==> src/rtl/core/multiplexed_seven_segment_controller_defines.svh <==
// assertion macros used by the display controller top level
`ifndef MULTIPLEXED_SEVEN_SEGMENT_CONTROLLER_DEFINES_SVH
`define MULTIPLEXED_SEVEN_SEGMENT_CONTROLLER_DEFINES_SVH

// same-cycle implication, sampled on clk, quiet in reset
`define MSSC_ASSERT_NOW(lbl, ante, cons, msg) \
	lbl: assert property (@(posedge clk) disable iff (!arst_n) (ante) |-> (cons)) \
		else $error(msg);

// next-cycle implication, sampled on clk, quiet in reset
`define MSSC_ASSERT_NXT(lbl, ante, cons, msg) \
	lbl: assert property (@(posedge clk) disable iff (!arst_n) (ante) |=> (cons)) \
		else $error(msg);

`endif

==> src/rtl/core/mssc_pkg.sv <==
// types, constants and font table of the seven-segment display controller
package mssc_pkg;

	localparam int DIGIT_COUNT = 3;
	localparam int CNT_W = $clog2(DIGIT_COUNT + 1);
	localparam logic [7:0] ERROR_MASK = 8'h80;

	typedef enum logic [2:0] {
		KIND_SET       = 3'd0,
		KIND_UNSET     = 3'd1,
		KIND_PUSH_MASK = 3'd2,
		KIND_PUSH_CHAR = 3'd3,
		KIND_CLEAR     = 3'd4,
		KIND_TICK      = 3'd5
	} kind_t;

	typedef enum logic {
		REG_DIGIT_LEVEL   = 1'b0,
		REG_SEGMENT_LEVEL = 1'b1
	} reg_idx_t;

	// one command beat as seen by the display state
	typedef struct packed {
		logic [2:0] kind;
		logic [3:0] digit_index;
		logic [7:0] mask_value;
		logic [7:0] char_code;
	} cmd_t;

	// state after the command, before polarity
	typedef struct packed {
		logic             accepted;
		logic [CNT_W-1:0] latch_pos;
		logic [6:0]       segments;
		logic [CNT_W-1:0] scan;
	} view_t;

	// bit 6 is segment a, bit 0 is segment g
	function automatic logic [7:0] font_lookup(input logic [7:0] c);
		logic [7:0] m;
		case (c)
			"0", "O":                m = 8'h7E;
			"1", "I":                m = 8'h30;
			"2":                     m = 8'h6D;
			"3":                     m = 8'h79;
			"4":                     m = 8'h33;
			"5", "S", "s":           m = 8'h5B;
			"6":                     m = 8'h5F;
			"7":                     m = 8'h70;
			"8":                     m = 8'h7F;
			"9", "g":                m = 8'h7B;
			"a", "A":                m = 8'h77;
			"b", "B":                m = 8'h1F;
			"c", "C", "(", "[", "{": m = 8'h4E;
			"d", "D":                m = 8'h3D;
			"e", "E":                m = 8'h4F;
			"f", "F":                m = 8'h47;
			"G":                     m = 8'h5E;
			"h":                     m = 8'h17;
			"H", "x", "X":           m = 8'h37;
			"i":                     m = 8'h50;
			"j":                     m = 8'h58;
			"l":                     m = 8'h06;
			"L":                     m = 8'h0E;
			"m", "M":                m = 8'h36;
			"n":                     m = 8'h15;
			"N":                     m = 8'h76;
			"o":                     m = 8'h1D;
			"p", "P":                m = 8'h67;
			"q", "Q":                m = 8'h73;
			"r", "R":                m = 8'h05;
			"t", "T":                m = 8'h07;
			"u", "v":                m = 8'h1C;
			"U":                     m = 8'h3E;
			"V":                     m = 8'h2A;
			"y":                     m = 8'h3B;
			"Y":                     m = 8'h2B;
			"z", "Z":                m = 8'h6C;
			")", "]", "}":           m = 8'h78;
			"\\":                    m = 8'h12;
			"/":                     m = 8'h24;
			"-":                     m = 8'h01;
			"_":                     m = 8'h08;
			" ":                     m = 8'h00;
			default:                 m = ERROR_MASK;
		endcase
		return m;
	endfunction

endpackage

==> src/rtl/core/mssc_display.sv <==
// digit mask store, scan counter and output latches
module mssc_display (
	input  logic            clk,
	input  logic            arst_n,
	input  logic            fire,
	input  mssc_pkg::cmd_t  cmd,
	output mssc_pkg::view_t view
);
	import mssc_pkg::*;

	logic [7:0]       masks_q [DIGIT_COUNT];
	logic [7:0]       masks_d [DIGIT_COUNT];
	logic [CNT_W-1:0] cnt_q, cnt_d;
	logic [CNT_W-1:0] pos_q, pos_d;
	logic [6:0]       seg_q, seg_d;
	logic             acc;
	logic             idx_ok;
	logic [7:0]       push_val;

	assign idx_ok   = (cmd.digit_index != 4'd0) && (cmd.digit_index <= 4'(DIGIT_COUNT));
	assign push_val = (cmd.kind == KIND_PUSH_MASK) ? cmd.mask_value
		: font_lookup(cmd.char_code);

	always_comb begin
		masks_d = masks_q;
		cnt_d   = cnt_q;
		pos_d   = pos_q;
		seg_d   = seg_q;
		acc     = 1'b1;
		case (cmd.kind)
			KIND_SET, KIND_UNSET: begin
				if (idx_ok) begin
					for (int i = 0; i < DIGIT_COUNT; i++) begin
						if (cmd.digit_index == 4'(i + 1))
							masks_d[i] = (cmd.kind == KIND_SET) ? cmd.mask_value : 8'h00;
					end
				end else begin
					acc = 1'b0;
				end
			end
			KIND_PUSH_MASK, KIND_PUSH_CHAR: begin
				// everything moves one place left, new digit enters on the right
				for (int i = 0; i < DIGIT_COUNT - 1; i++)
					masks_d[i] = masks_q[i + 1];
				masks_d[DIGIT_COUNT-1] = push_val;
			end
			KIND_CLEAR: begin
				for (int i = 0; i < DIGIT_COUNT; i++)
					masks_d[i] = 8'h00;
				cnt_d = '0;
			end
			KIND_TICK: begin
				cnt_d = (cnt_q == CNT_W'(DIGIT_COUNT)) ? CNT_W'(1) : cnt_q + 1'b1;
				pos_d = cnt_d;
				seg_d = 7'h00;
				for (int i = 0; i < DIGIT_COUNT; i++) begin
					if (cnt_d == CNT_W'(i + 1))
						seg_d = seg_d | masks_q[i][6:0];
				end
			end
			default: begin
			end
		endcase
	end

	always_ff @(posedge clk or negedge arst_n) begin
		if (!arst_n) begin
			for (int i = 0; i < DIGIT_COUNT; i++)
				masks_q[i] <= 8'h00;
			cnt_q <= '0;
			pos_q <= '0;
			seg_q <= 7'h00;
		end else if (fire) begin
			masks_q <= masks_d;
			cnt_q   <= cnt_d;
			pos_q   <= pos_d;
			seg_q   <= seg_d;
		end
	end

	assign view.accepted  = acc;
	assign view.latch_pos = pos_d;
	assign view.segments  = seg_d;
	assign view.scan      = cnt_d;

endmodule

==> src/rtl/core/multiplexed_seven_segment_controller.sv <==
// top level of the multiplexed seven-segment display controller
//
//  channel   signals                                         direction
//  command   in_valid/in_ready, kind, digit_index,          in
//            mask_value, char_code
//  result    out_valid/out_ready, accepted, digit_enables,  out
//            segment_lines, scan_position
//  config    psel/penable/pwrite/paddr/pwdata/prdata/pready  apb slave
//
// the state update and font decode sit between the state flops and the result
// register, so one beat per cycle is sustained while the result is not stalled
// by a low out_ready
// reset clears digit masks, scan counter and latches, both levels come up high
// the result register frees as it is taken, so a stalled result only blocks
// input while out_ready is low
`include "multiplexed_seven_segment_controller_defines.svh"

module multiplexed_seven_segment_controller (
	input  logic        clk,
	input  logic        arst_n,
	// command channel
	input  logic        in_valid,
	output logic        in_ready,
	input  logic [2:0]  kind,
	input  logic [3:0]  digit_index,
	input  logic [7:0]  mask_value,
	input  logic [7:0]  char_code,
	// result channel
	output logic        out_valid,
	input  logic        out_ready,
	output logic        accepted,
	output logic [2:0]  digit_enables,
	output logic [6:0]  segment_lines,
	output logic [1:0]  scan_position,
	// register port
	input  logic        psel,
	input  logic        penable,
	input  logic        pwrite,
	input  logic [2:0]  paddr,
	input  logic [31:0] pwdata,
	output logic [31:0] prdata,
	output logic        pready
);
	import mssc_pkg::*;

	logic             fire;
	logic             cfg_wr;
	logic             dig_lvl_q;
	logic             seg_lvl_q;
	cmd_t             cmd;
	view_t            view;
	logic [2:0]       en_on;
	logic [CNT_W+1:0] pos_wide;
	logic [CNT_W+1:0] scan_wide;

	logic             out_valid_q;
	logic             accepted_q;
	logic [2:0]       enables_q;
	logic [6:0]       segments_q;
	logic [1:0]       scan_q;

	// a beat goes in whenever the result register is empty or being emptied
	assign in_ready = !out_valid_q || out_ready;
	assign fire     = in_valid && in_ready;

	assign cmd.kind        = kind;
	assign cmd.digit_index = digit_index;
	assign cmd.mask_value  = mask_value;
	assign cmd.char_code   = char_code;

	mssc_display u_display (
		.clk    (clk),
		.arst_n (arst_n),
		.fire   (fire),
		.cmd    (cmd),
		.view   (view)
	);

	// register port: word address picks the register, no wait states
	assign pready = 1'b1;
	assign cfg_wr = psel && penable && pwrite && pready;

	always_ff @(posedge clk or negedge arst_n) begin
		if (!arst_n) begin
			dig_lvl_q <= 1'b1;
			seg_lvl_q <= 1'b1;
		end else if (cfg_wr) begin
			case (reg_idx_t'(paddr[2]))
				REG_DIGIT_LEVEL:   dig_lvl_q <= pwdata[0];
				REG_SEGMENT_LEVEL: seg_lvl_q <= pwdata[0];
				default: begin
				end
			endcase
		end
	end

	always_comb begin
		case (reg_idx_t'(paddr[2]))
			REG_DIGIT_LEVEL:   prdata = {31'd0, dig_lvl_q};
			REG_SEGMENT_LEVEL: prdata = {31'd0, seg_lvl_q};
			default:           prdata = 32'd0;
		endcase
	end

	// one-hot enable from the latched digit position, zero meaning all off;
	// compared wide so that narrow counters never alias a digit number
	assign pos_wide  = {2'b00, view.latch_pos};
	assign scan_wide = {2'b00, view.scan};

	always_comb begin
		for (int k = 0; k < 3; k++)
			en_on[k] = (pos_wide == (CNT_W + 2)'(k + 1));
	end

	// result register, polarity applied as the beat is captured
	always_ff @(posedge clk or negedge arst_n) begin
		if (!arst_n) begin
			out_valid_q <= 1'b0;
		end else if (fire) begin
			out_valid_q <= 1'b1;
		end else if (out_ready) begin
			out_valid_q <= 1'b0;
		end
	end

	always_ff @(posedge clk) begin
		if (fire) begin
			accepted_q <= view.accepted;
			enables_q  <= dig_lvl_q ? en_on : ~en_on;
			segments_q <= seg_lvl_q ? view.segments : ~view.segments;
			scan_q     <= scan_wide[1:0];
		end
	end

	assign out_valid     = out_valid_q;
	assign accepted      = accepted_q;
	assign digit_enables = enables_q;
	assign segment_lines = segments_q;
	assign scan_position = scan_q;

	// only set and unset may be refused
	`MSSC_ASSERT_NXT(a_accept_only_index, fire && kind != KIND_SET && kind != KIND_UNSET, accepted, "mssc: non-index command refused")
	// a clear always leaves the scan at no digit
	`MSSC_ASSERT_NXT(a_clear_scan, fire && kind == KIND_CLEAR, scan_position == 2'd0, "mssc: clear did not reset scan")
	// with active-high digits at most one digit is ever enabled
	`MSSC_ASSERT_NOW(a_enables_onehot, out_valid && enables_q == (dig_lvl_q ? enables_q : ~enables_q), $onehot0(digit_enables), "mssc: more than one digit enabled")
	// a taken command always lands in the result register
	`MSSC_ASSERT_NXT(a_fire_result, fire, out_valid, "mssc: accepted beat lost")

endmodule
==> config.mk <==
export PLATFORM = sky130hd
export DESIGN_NAME = multiplexed_seven_segment_controller
export DESIGN_NICKNAME = d
export VERILOG_FILES = /design/src/rtl/core/mssc_pkg.sv /design/src/rtl/core/mssc_display.sv /design/src/rtl/core/multiplexed_seven_segment_controller.sv
export VERILOG_INCLUDE_DIRS = /design/src /design/src/rtl/core
export SDC_FILE = /design/constraint.sdc
export NUM_CORES = 1
export LEC_CHECK = 0
export ABC_AREA = 1
export BUFFER_PORTS_ARGS = -buffer_cell sky130_fd_sc_hd__buf_2
export CAP_MARGIN = 15
export CORE_MARGIN = 1.5
export CORE_UTILIZATION = 35
export DETAILED_ROUTE_END_ITERATION = 7
export PLACE_DENSITY_LB_ADDON = 0.05
export SLEW_MARGIN = 20
export SYNTH_ARGS = -nofsm -noshare
export SYNTH_HDL_FRONTEND = slang
export SYNTH_SLANG_ARGS = --single-unit
export TNS_END_PERCENT = 10
==> constraint.sdc <==
create_clock -name clk -period 2.2 [get_ports clk]
set_clock_uncertainty 0.05 [all_clocks]
set_input_delay 0 -clock clk [delete_from_list [all_inputs] [get_ports clk]]
set_output_delay 0 -clock clk [all_outputs]
set_load 0.02 [all_outputs]
======== Word level (Yosys, flattened, before mapping) ========
Memories as Yosys holds them, arrays and structs flattened.
Cells that the tools add are included.
word-level totals
  bits in read-only memories .............. 1,024
  bits in registers ....................... 49
  output and inout port bits .............. 48
  bits in latches ......................... 0
  memory bits (writable) .................. 0
  memories kept ........................... 1
memory list
  memory           depth  width  rd ports  clocked after memory_dff  write ports  RTL line        text
  (no name shown)  128    8      1         0                         0            mssc_pkg.sv:41  case (c)
operators by class
  multiplexer cells ....................... 23
  eq/ne operators ......................... 19
  reductions and logical operators ........ 17
  multipliers ............................. 0
  divide/modulo/power cells ............... 0
  $add $sub $neg .......................... 1
  order comparisons ....................... 1
  bitwise gates (word level) .............. 5
  shift-type cells ........................ 0
operators by type and width
  cell                                                                     number
  23-bit case mux with 3 select lines                                      1
  32-bit case mux with 2 select lines                                      1
  7-bit 2-to-1 mux                                                         8
  8-bit 2-to-1 mux                                                         5
  23-bit 2-to-1 mux                                                        1
  7-bit bitwise OR                                                         2
  4-bit AND reduction                                                      3
  2-bit == test, second input constant                                     5
  4-bit by 2-bit == test with 1-bit output, second input constant          2
  2-bit by 1-bit inequality test with 1-bit output, second input constant  4
  7-bit inverter                                                           1
  3-bit by 2-bit == test with 1-bit output, second input constant          2
  3-bit == test, second input constant                                     2
  2-bit by 1-bit == test with 1-bit output, second input constant          2
  4-bit by 1-bit == test with 1-bit output, second input constant          1
  4-bit by 2-bit <= comparator with 1-bit output, second input constant    1
  1-bit logical AND                                                        4
  2-bit 2-to-1 mux                                                         2
  2-bit case mux with 2 select lines                                       1
  2-bit AND reduction                                                      2
  4-bit nonzero test                                                       1
  2-bit OR reduction                                                       2
  3-bit by 1-bit == test with 1-bit output, second input constant          1
  3-bit logical NOT                                                        1
  other kinds (9)                                                          11

======== Depth between registers and ports, before layout ========
Gate-level depths: netlist of run 1.
  depth after elaboration ................. 13
  depth in mapped cells ................... 16
  gate-level depth less buffers ........... 16

======== Hierarchy ========
Synthesis of run 1 repeated with hierarchy kept, for this count alone.
second synthesis, totals
  cell total of the unflattened synthesis .. 549
  area total of the unflattened synthesis .. 3,697.3 sq um
modules (own cells, without submodules)
  module                                seq. area each (sq um)  area each (sq um)  cells an instance  instances
  mssc_display                          800.8                   2,780.2            464                1
  multiplexed_seven_segment_controller  467.9                   917.1              85                 1

======== Least setup slack after synthesis of run 1 ========
Ideal clock, no wire load.
  kind .................................... register to register
  from .................................... reg out_valid_q, in the netlist out_valid
  to ...................................... reg accepted_q, in the netlist accepted (enable)
  data arrival time ....................... 1.462 ns
  setup time .............................. 0.381 ns
  clock period less this slack ............ 1.892 ns
  path buffers ............................ 1
  path slack .............................. 0.308 ns
  cell stages (with the launch flop) ...... 5
  cell sequence ........................... dfrtp_1 -> nand2_1 -> nand2_1 -> inv_1 -> clkbuf_1
on the way
  cells in the longest elaborated chain, start to end .. 3
ends and longest elaborated chain
  element                   RTL line                                     text
  start: declaration        multiplexed_seven_segment_controller.sv:56   logic out_valid_q;
  start signal: assignment  multiplexed_seven_segment_controller.sv:118  out_valid_q <= 1'b0;
  start signal: assignment  multiplexed_seven_segment_controller.sv:120  out_valid_q <= 1'b1;
  start signal: assignment  multiplexed_seven_segment_controller.sv:122  out_valid_q <= 1'b0;
  1-bit logical NOT         multiplexed_seven_segment_controller.sv:63   assign in_ready = !out_valid_q || out_ready;
  1-bit logical OR          multiplexed_seven_segment_controller.sv:63
  via in_ready              multiplexed_seven_segment_controller.sv:23   output logic in_ready,
  1-bit logical AND         multiplexed_seven_segment_controller.sv:64   assign fire = in_valid && in_ready;
  via fire                  multiplexed_seven_segment_controller.sv:46   logic fire;
  end signal: assignment    multiplexed_seven_segment_controller.sv:128  accepted_q <= view.accepted;
  end: declaration          multiplexed_seven_segment_controller.sv:57   logic accepted_q;
The timed path passes the listed nets, and every way through them passes these cells.
A chain may end at the register's enable or synchronous reset.

======== Worst setup path after layout of run 1 ========
  from .................................... reg u_display.cnt_q[0]
  to ...................................... reg segments_q[0], in the netlist segment_lines[0] (data pin)
on the way
  cells in the longest elaborated chain, start to end .. 13
  elaborated cells on any way between the ends .. 16
ends and longest elaborated chain
  element                                                                  RTL line                                     text
  start: declaration                                                       mssc_display.sv:13                           logic [CNT_W-1:0] cnt_q, cnt_d;
  start signal: assignment                                                 mssc_display.sv:75                           cnt_q <= cnt_d;
  2-bit by 1-bit adder with 2-bit output or 2-bit == test (tied branches)  mssc_display.sv:53                           cnt_d = (cnt_q == CNT_W'(DIGIT_COUNT)) ? CNT_W'(1) : cnt_q + 1'b1;
  2-bit 2-to-1 mux *                                                       mssc_display.sv:53
  2-bit by 1-bit == test with 1-bit output                                 mssc_display.sv:57                           if (cnt_d == CNT_W'(i + 1))
  7-bit 2-to-1 mux                                                         mssc_display.sv:57
  7-bit 2-to-1 mux                                                         mssc_display.sv:30                           case (cmd.kind)
  7-bit bitwise OR                                                         mssc_display.sv:58                           seg_d = seg_d | masks_q[i][6:0];
  7-bit 2-to-1 mux                                                         mssc_display.sv:57
  7-bit 2-to-1 mux                                                         mssc_display.sv:30
  7-bit bitwise OR                                                         mssc_display.sv:58
  7-bit 2-to-1 mux *                                                       mssc_display.sv:57
  7-bit 2-to-1 mux *                                                       mssc_display.sv:30
  7-bit inverter                                                           multiplexed_seven_segment_controller.sv:130  segments_q <= seg_lvl_q ? view.segments : ~view.segments;
  7-bit 2-to-1 mux *                                                       multiplexed_seven_segment_controller.sv:130
  end signal: assignment                                                   multiplexed_seven_segment_controller.sv:130
  end: declaration                                                         multiplexed_seven_segment_controller.sv:59   logic [6:0] segments_q;
Mark *: on every way between the ends. The rest lies on a longest branch, timed or not. The select of a mux whose other input is x is not followed.

==> flow_summary_export.csv, run 1 <==
group,metric,value,unit
timing,hold_viol,1,
clock_network,cts.sinks,48,
detailed_routing,avgRoutedWirePerCell,13.2,um
synth,synth_enable_flop_cells,13,
timing,tightest_slew,804,ps
synth,yosys.area_share.simple,0.266,
power,static-leakage-power,2.02,nW
die,core-area,0.00991,sq mm
timing,setup_ws,322,ps
worst_setup_path,critical_path_class,"flop to flop",
cells_and_area,area_growth,11.3,%
placed_design,dp_hpwl,6900,um
worst_setup_path,crit_required,2200,ps
timing,clock.fmax,532,MHz
placed_design,pre_cts_slack,314,ps
synth,synth_area_per_cell,6.95,sq um
detailed_routing,routed_wl,9290,um
synth,async_reset_ff_frac,0.729,
placed_design,dp.cells,686,
status,status,"finished, violations left",
global_route,grt_start_max_net_pins,36,
timing,min_period,1880,ps
worst_setup_path,crit_fanout,6,
timing,holdWs,-0.286,ps
synth,synth_top_cells_by_count,"nand2_1, inv_1, o21ai_0",
power,vdd_drop_max,320,uV
timing,setup_tns,0,ps
cells_and_area,multi_input_area,0.00191,sq mm
clock_network,clock_latency,300,ps
placed_design,port-buffer-count,46,
die,io_pins,113,
synth,netlist_area,0.00363,sq mm
synth,synth_top_family_by_area,"simple AND/OR/NAND/NOR gates",
synth,post_synth_inst_count,522,
worst_setup_path,end_kind,"flop",
synth,synth_largest_area_cell,"dfrtp_1",
cells_and_area,drive_gt1_frac,0.143,
synth,synth_ff_type,"dfrtp_1",
timing,relSlewSlack,0.464,
detailed_routing,ant_nets,0,
clock_network,cts.repair.resized,0,
die,die_w,105,um
synth,synthXorXnorAreaFrac,0.0241,
clock_network,cts_buffer_depth,2,
cells_and_area,diodes,0,
detailed_routing,drc,0,
synth,ys_warn_count,0,
synth,ys_types,34,
timing,drv_slew,0,
cells_and_area,fin_nets,648,
synth,synth_top_area_frac,0.228,
cells_and_area,utilization,0.408,
die,die_y,105,um
status,failed_checks,"hold timing",
detailed_routing,drt_iter0_markers,147,
timing,setup_viol,0,
clock_network,numCtsBuffers,5,
flow_run,cap_viol_max_count,0,
clock_network,cts_max_level,2,
timing,period_share,0.854,
global_route,antenna_found_initial,0,
synth,post-synth-top-count-cell,"nand2_1",
clock_network,clkTransAtPathRegs,90,ps
synth,synth-compound-area-share,0.165,
global_route,grt_usage,0.172,
detailed_routing,vias,3327,
die,rows,36,
global_route,grt-ovfl-total,0,
power,power.density,684,mW/mm^2
clock_network,cts-root-buf,"clkbuf_8",
worst_setup_path,worstPathArrival,1880,ps
cells_and_area,fillers,1068,
global_route,grt_pass1_vias,3152,
synth,ys_seq_area_frac,0.350,
min_path,min_path_type,"primary input to flop",
synth,ys_seq_elements,48,
synth,muxShareOfSynthArea,0,
detailed_routing,via_per_inst,4.71,
synth,synth_fa_ha_area_frac,0.0379,
synth,synth_area_leaders,"dfrtp_1, nand2_1, edfxtp_1, buf_4, o21ai_0",
die,initial_utilization,0.366,
cells_and_area,seq_area,0.00127,sq mm
cells_and_area,stdcell_count,706,
timing,rsz0062_at_grt,"no",
detailed_routing,drtPass1Iterations,4,
worst_setup_path,cp-start-kind,"flop",
placed_design,gp_congestion,0.900,
clock_network,cts_tree,"yes",
die,die_area,0.0110,sq mm
global_route,grt_pass1_wl,15200,um
-- sequential cells by signal, summed over array words and instances (netlist names) --
| name | count |
|---|---|
| seg_lvl_q | 1 |
| u_display.masks_q | 21 |
| u_display.cnt_q | 2 |
| digit_enables | 3 |
| segment_lines | 7 |
| scan_position | 2 |
| out_valid | 1 |
| u_display.seg_q | 7 |
| dig_lvl_q | 1 |
| accepted | 1 |
| u_display.pos_q | 2 |
-- stage by stage --
step / total power [W] / hold WS (ps) / cell area, sq um
3_3_place_gp: 0.00219 / 108 / 3820
4_1_cts: 0.00279 / 0.675 / 4040
5_1_grt: 0.00297 / 30.7 / 4040
3_5_place_dp: 0.00220 / 93.6 / 3820
6_report: 0.00276 / -0.286 / 4040
2_1_floorplan: 0.00197 / -346 / 3740
-- worst max-delay path: stages (launching register included) --
cell	delay, ps
dfrtp_1	390
inv_1	80
ha_1	390
inv_1	110
o22ai_1	170
a21oi_1	60
o21ai_0	280
xor2_1	100
-- logic make-up (layout without fill, tap and decap cells) --
logic type	Yosys count	count (layout)
other	2	32
buffers and inverters	109	130
AND/OR/NAND/NOR	238	238
adder cells (fa/ha/maj)	11	11
flip-flops	48	48
AO/OA/AOI/OAI	104	104
XOR/XNOR	10	10
-- where the power goes --
group	internal (W)	switching (W)	total [W]	leakage [nW]
logic	0.000333	0.000656	0.000989	1.40
registers	0.00113	0.0000769	0.00121	0.574
clock network	0.000258	0.000311	0.000568	0.0516
total	0.00172	0.00104	0.00276	2.02
-- layer usage --
metal,vias to the layer above,GRT usage,routed length (um)
li1,1708,-,-
met1,1498,0.222,4260
met2,105,0.291,4390
met3,16,0.0243,405
met4,0,0.0597,228
met5,-,0,0
-- cell type report --
class                   count  share of cell area
clock buffers               6              0.0204
repair buffers             60              0.0904
well taps                 133              0.0412
clock inverters             2             0.00341
flip-flops and latches     48               0.314
multi-input cells         395               0.473
inverters                  62              0.0579
-- cell usage in the layout, fill, tap and decap left out, types with 2 or more instances in the layout --
cell and count:
nor2_4 2, nor2_1 27, o221ai_1 5, o21ai_2 7, nand2_1 174, buf_4 2, nand2_2 2, inv_2 8
xor2_1 10, o22ai_1 2, dlygate4sd3_1 12, buf_2 46, a21oi_1 28, o21ai_0 42, conb_1 32, o21ai_1 7
ha_1 11, dfstp_2 2, edfxtp_1 13, dfrtp_1 33, o211ai_1 3, a31oi_1 9, nor3_1 3, inv_1 53
nand3_1 24, clkinv_2 2, clkbuf_8 6
-- repair_timing --
action / 4_1_cts / 5_1_grt
setup buffers: 0 / 0
endpoints found under the hold margin: 50 / 0
endpoints found under the setup margin: 0 / 0
hold buffers: 12 / 0
-- worst paths after layout --
kind / cells after the start / slack, ps / to / startpoint
worst max-delay path: 7 / 320 / segment_lines[0] / u_display.cnt_q[0]
worst min-delay path: 3 / -0.3 / accepted / digit_index[1]
worst max register to register: 7 / 320 / segment_lines[0] / u_display.cnt_q[0]
worst min register to register: 2 / 440 / u_display.masks_q[3] / u_display.masks_q[3]
max in group asynchronous: 2 / 1320 / u_display.masks_q[19] / arst_n
min in group asynchronous: 2 / 270 / out_valid / arst_n
(Power assumes the default switching activity.)
==> run 2: changes to the inputs <==
Settings changed: SLEW_MARGIN 20 to default.
Clock period 2.2 ns to 1.8 ns, I/O delays scaled along.
==> run 2 against run 1 <==
The flow now finishes without violations. First-iteration DRC count shrank 9.5%. Design area grew 4.4%. Total power grew 30%. Routed wire length grew 0.82%. Critical endpoint is now segment_lines[2]. Highest routed layer unchanged.
==> flow_summary_export.csv, run 2 (same netlist as run 1, synthesis figures left out) <==
group,metric,value,unit
cells_and_area,largest-register,"u_display.masks_q",
timing,tightest_slew,617,ps
die,initial_utilization,0.366,
cells_and_area,largest_reg_flops,21,
die,core-area,0.00991,sq mm
timing,relSlewSlack,0.586,
clock_network,post-cts-setup-buffers,0,
global_route,grt_pass1_wl,15400,um
die,die_y,105,um
power,seqPwrFrac,0.411,
cells_and_area,fin_nets,665,
clock_network,cts-root-buf,"clkbuf_8",
min_path,min_path_type,"primary input to flop",
global_route,grt-ovfl-total,0,
cells_and_area,diodes,0,
power,vdd_drop_max,386,uV
power,intPower,0.00226,W
die,io_pins,113,
detailed_routing,avgRoutedWirePerCell,13.0,um
timing,clock.fmax,582,MHz
clock_network,clkTransAtPathRegs,100,ps
global_route,antenna_found_initial,0,
power,switchingPower,0.00132,W
global_route,grt_pass1_vias,3176,
detailed_routing,drt_iter0_markers,133,
timing,min_period,1720,ps
timing,drv_slew,0,
worst_setup_path,crit_required,1800,ps
worst_setup_path,end_kind,"flop",
worst_setup_path,reg2reg_setup_slack,80,ps
cells_and_area,fin_area,0.00422,sq mm
detailed_routing,ant_nets,0,
clock_network,clock_latency,300,ps
power,p_comb_frac,0.363,
placed_design,dpl_cell_area,0.00394,sq mm
timing,period_share,0.955,
placed_design,dp.cells,701,
timing,rsz0062_at_grt,"yes",
power,switching_share,0.369,
worst_setup_path,cp-start-kind,"flop",
clock_network,cts_max_level,2,
detailed_routing,via_per_inst,4.68,
detailed_routing,drc,0,
cells_and_area,utilization,0.426,
placed_design,port-buffer-count,46,
power,power.density,850,mW/mm^2
worst_setup_path,worstPathArrival,1720,ps
timing,setup_viol,0,
global_route,grt_start_max_net_pins,20,
die,die_w,105,um
timing,setup_tns,0,ps
cells_and_area,layout_commonest_cell,"nand2_1",
detailed_routing,vias,3383,
worst_setup_path,critical_path_class,"flop to flop",
flow_run,cap_viol_max_count,0,
power,clkPwrFrac,0.226,
worst_setup_path,crit_fanout,5,
detailed_routing,routed_wl,9360,um
power,static-leakage-power,2.10,nW
placed_design,gp_congestion,0.881,
clock_network,cts_buffer_depth,2,
cells_and_area,drive_gt1_frac,0.176,
global_route,grt_usage,0.174,
cells_and_area,layout_common_cells,"nand2_1, inv_1, buf_2",
die,die_area,0.0110,sq mm
clock_network,cts_tree,"yes",
detailed_routing,drtPass1Iterations,5,
placed_design,dp_hpwl,7070,um
clock_network,cts.sinks,48,
status,status,"completed",
cells_and_area,stdcell_count,723,
clock_network,numCtsBuffers,5,
cells_and_area,area_growth,16.2,%
die,rows,36,
timing,hold_viol,0,
-- run 2: cell types whose count changed in the layout (fill, tap and decap cells not counted), moves of 2 or more --
cell / delta
o21ai_1: +2
dlygate4sd3_1: +2
inv_1: -2
inv_2: +2
o21ai_0: -2
a21oi_2: +2
o221ai_2: +2
a21oi_1: -2
buf_4: +14
o221ai_1: -2
-- run 2: worst paths after layout --
| kind | from | to | cells after the start |
|---|---|---|---|
| hold / removal | penable | dig_lvl_q | 3 |
| setup / recovery | u_display.cnt_q[0] | segment_lines[2] | 8 |
| setup reg to reg | u_display.cnt_q[0] | segment_lines[2] | 8 |
| max in group asynchronous | arst_n | seg_lvl_q | 3 |
| hold reg to reg | u_display.masks_q[5] | u_display.masks_q[5] | 2 |
| min in group asynchronous | arst_n | u_display.masks_q[16] | 2 |
-- run 2: per-layer routing --
metal | routed length [um] | track usage | vias up | part of all wire
met4 | 157 | 0.0499 | 0 | 0.017
met5 | 0 | 0 | - | 0
met3 | 351 | 0.0200 | 12 | 0.037
met1 | 4320 | 0.224 | 1533 | 0.46
met2 | 4530 | 0.306 | 90 | 0.48
li1 | - | - | 1748 | -
-- run 2: cell type report --
cell class                      instances  area (sq um)
Fill cell                            1088          5690
Tap cell                              133           166
Multi-Input combinational cell        395          1930
Clock buffer                            5          68.8
Inverter                               62           234
Sequential cell                        48          1270
Timing Repair Buffer                   77           502
Clock inverter                          3          46.3
-- run 2: metrics by stage --
step / total power (W) / worst slack (ps) / hold WS, ps
floorplan: 0.00241 / 152 / -346
global placement: 0.00273 / 2.67 / -74.1
detailed placement: 0.00274 / -17.4 / -77.1
CTS: 0.00359 / 21.1 / 8.25
global route: 0.00384 / -3.63 / 13.5
finish: 0.00359 / 81.7 / 11.1
-- run 2: timing repair --
| item | in CTS | in global routing |
|---|---|---|
| gates resized for setup | 2 | 8 |
| hold endpoints to repair | 51 | 0 |
| hold buffers | 14 | 0 |
| endpoints found under the setup margin | 2 | 8 |
-- run 2: power groups by stage --
stage | Combinational (W) | Sequential [W] | Clock (W)
2_1_floorplan | 0.000848 | 0.00156 | 0
3_3_place_gp | 0.00123 | 0.00149 | 0
3_5_place_dp | 0.00124 | 0.00150 | 0
4_1_cts | 0.00128 | 0.00147 | 0.000834
5_1_grt | 0.00146 | 0.00150 | 0.000878
6_report | 0.00130 | 0.00147 | 0.000811
-- run 2: critical path, stage by stage, from the launching register on --
cell	delay (ps)
dfrtp_1	420
inv_2	80
ha_2	280
buf_6	130
nand2_1	50
o221ai_1	140
nand2_1	110
o21ai_2	70
xor2_1	140
==> run 3: changes to the inputs <==
Settings changed: ABC_AREA 1 to 0.
==> run 3 against run 2 <==
Global-route usage shrank 0.54 points. Sequential cell count is the same. Synthesized cell count shrank 20%. Combinational power grew 17%. Highest routed layer unchanged. Critical path depth shrank 3. Area after synthesis grew 3.1%.
==> flow_summary_export.csv, run 3 <==
group,metric,value,unit
status,status,"completed",
cells_and_area,seq_area,0.00127,sq mm
cells_and_area,drive_gt1_frac,0.242,
global_route,grt_usage,0.169,
placed_design,gp_congestion,0.830,
timing,min_period,1730,ps
power,power.density,897,mW/mm^2
synth,ys_seq_elements,48,
worst_setup_path,crit_required,1810,ps
global_route,grt_pass1_vias,3064,
global_route,use_met1,0.212,
flow_run,cap_viol_max_count,0,
synth,ys_seq_area_frac,0.339,
die,rows,37,
cells_and_area,largest-register,"u_display.masks_q",
cells_and_area,layout_commonest_cell,"buf_2",
timing,hold_viol,0,
global_route,grt_pass1_wl,15400,um
synth,async_reset_ff_frac,0.729,
worst_setup_path,crit_fanout,7,
synth,synth_top_area_frac,0.221,
worst_setup_path,worstPathArrival,1740,ps
detailed_routing,ant_nets,0,
timing,drv_slew,0,
global_route,grt_util_met2,0.305,
die,io_pins,113,
synth,netlist_area,0.00374,sq mm
placed_design,port-buffer-count,46,
worst_setup_path,end_kind,"flop",
synth,synth_area_leaders,"dfrtp_1, edfxtp_1, buf_4, o21ai_0, mux2_2",
synth,synth_area_per_cell,8.97,sq um
timing,relSlewSlack,0.348,
die,die_w,106,um
synth,synth_top_cells_by_count,"nand2_1, buf_4, o21ai_0",
min_path,min_path_type,"primary input to flop",
synth,synth_largest_area_cell,"dfrtp_1",
timing,setup_tns,0,ps
clock_network,clock_latency,300,ps
timing,rsz0062_at_grt,"yes",
synth,ys_types,66,
cells_and_area,fin_nets,554,
clock_network,clkTransAtPathRegs,90,ps
clock_network,cts.sinks,48,
synth,synth_top_family_by_area,"compound AO/OA/AOI/OAI gates",
synth,muxShareOfSynthArea,0.0712,
global_route,grt_use_met3,0.0184,
detailed_routing,drc,0,
synth,synth_fa_ha_area_frac,0.0368,
clock_network,cts_buffer_depth,2,
synth,post_synth_inst_count,417,
power,total_power,0.00387,W
clock_network,numCtsBuffers,5,
global_route,grt_start_max_net_pins,28,
clock_network,post-cts-setup-buffers,0,
cells_and_area,diodes,0,
detailed_routing,routed_wl,9350,um
global_route,grt-ovfl-total,0,
detailed_routing,drt_iter0_markers,149,
clock_network,cts-root-buf,"clkbuf_8",
synth,synth_enable_flop_cells,13,
detailed_routing,vias,3133,
clock_network,cts_tree,"yes",
power,static-leakage-power,1.81,nW
die,initial_utilization,0.361,
die,die_area,0.0113,sq mm
cells_and_area,area_growth,15.3,%
timing,tightest_slew,972,ps
synth,yosys.area_share.simple,0.153,
die,die_y,106,um
cells_and_area,multi_input_area,0.00212,sq mm
worst_setup_path,critical_path_class,"flop to flop",
power,vdd_drop_max,452,uV
detailed_routing,via_per_inst,5.09,
synth,synthXorXnorAreaFrac,0.0257,
global_route,antenna_found_initial,0,
timing,period_share,0.961,
synth,synth-compound-area-share,0.240,
detailed_routing,avgRoutedWirePerCell,15.2,um
die,core-area,0.0104,sq mm
clock_network,cts_max_level,2,
placed_design,dp_hpwl,7030,um
synth,synth_ff_type,"dfrtp_1",
timing,setup_viol,0,
cells_and_area,largest_reg_flops,21,
cells_and_area,layout_common_cells,"buf_2, nand2_1, dfrtp_1",
global_route,top_usage_layer,"met2",
timing,clock.fmax,578,MHz
worst_setup_path,cp-start-kind,"flop",
detailed_routing,drtPass1Iterations,5,
synth,post-synth-top-count-cell,"nand2_1",
cells_and_area,fillers,1083,
synth,ys_warn_count,0,
==> run 3: cell types whose count changed after synthesis, moves of 11 or more <==
cell	change
nand2b_1	+15
inv_1	-36
nand3_1	-19
nand2_1	-136
a22oi_1	+14
a21oi_1	-17
mux2_2	+15
buf_2	+11
==> run 3: worst paths after layout <==
kind                                    endpoint  cells past startpoint  slack, ps                  start
max                             segment_lines[4]                      5         70     u_display.cnt_q[0]
min                                     accepted                      3         10         digit_index[0]
max reg2reg                     segment_lines[4]                      5         70     u_display.cnt_q[0]
min reg2reg                u_display.masks_q[17]                      2        440  u_display.masks_q[17]
max in group asynchronous  u_display.masks_q[12]                      3        970                 arst_n
min in group asynchronous     u_display.seg_q[1]                      2        190                 arst_n
==> run 3: area by class of cell <==
cell class                 instances  area share
clock buffer                       6      0.0168
clock inverter                     2     0.00812
inverter                          18      0.0157
multi-input combinational        319       0.491
sequential                        48       0.294
tap                              136      0.0394
timing repair buffer              86       0.135
==> run 3: metal layers <==
| metal | share of wire | vias to the layer above | routed length, um |
|---|---|---|---|
| met3 | 0.021 | 7 | 199 |
| met5 | 0 | - | 0 |
| met2 | 0.51 | 56 | 4760 |
| met1 | 0.46 | 1487 | 4280 |
| met4 | 0.012 | 0 | 113 |
| li1 | - | 1583 | - |
==> run 3: critical path: stages (launching register included) <==
cell and delay [ps]:
dfrtp_1 430, buf_6 140, ha_4 180, a222oi_1 380
o21ai_1 170, xnor2_1 150
==> run 3: kinds of logic (layout without fill, tap and decap cells) <==
family	after synthesis	in the layout
other	2	32
AND/OR/NAND/NOR	109	109
multiplexers	23	23
flip-flops	48	48
AO/OA/AOI/OAI	133	133
XOR/XNOR	11	11
buffers and inverters	80	112
adder cells (fa/ha/maj)	11	11
==> run 3: power breakdown <==
group | switching (W) | total [W] | internal, W
logic | 0.000820 | 0.00152 | 0.000696
clock network | 0.000361 | 0.000773 | 0.000413
registers | 0.000169 | 0.00158 | 0.00142
total | 0.00135 | 0.00387 | 0.00252
==> run 3: what timing repair did <==
| action | CTS | global route |
|---|---|---|
| pin swaps | 1 | 5 |
| endpoints found under the hold margin | 29 | 0 |
| setup endpoints to repair | 14 | 15 |
| hold buffers | 9 | 0 |
| resized for setup | 4 | 8 |
==> run 3: stage by stage <==
step / utilization / cell area (sq um) / setup slack [ps] / hold slack, ps / instances
2_1_floorplan: - / 3860 / 25.7 / -346 / 447
3_3_place_gp: 0.394 / 4090 / 2.72 / -2.52 / 598
3_5_place_dp: 0.394 / 4090 / -58.1 / -3.29 / 598
4_1_cts: 0.414 / 4290 / 5.21 / 0.384 / 615
5_1_grt: 0.416 / 4320 / -49.9 / 10.5 / 615
6_report: 0.416 / 4320 / 70.5 / 9.63 / 615
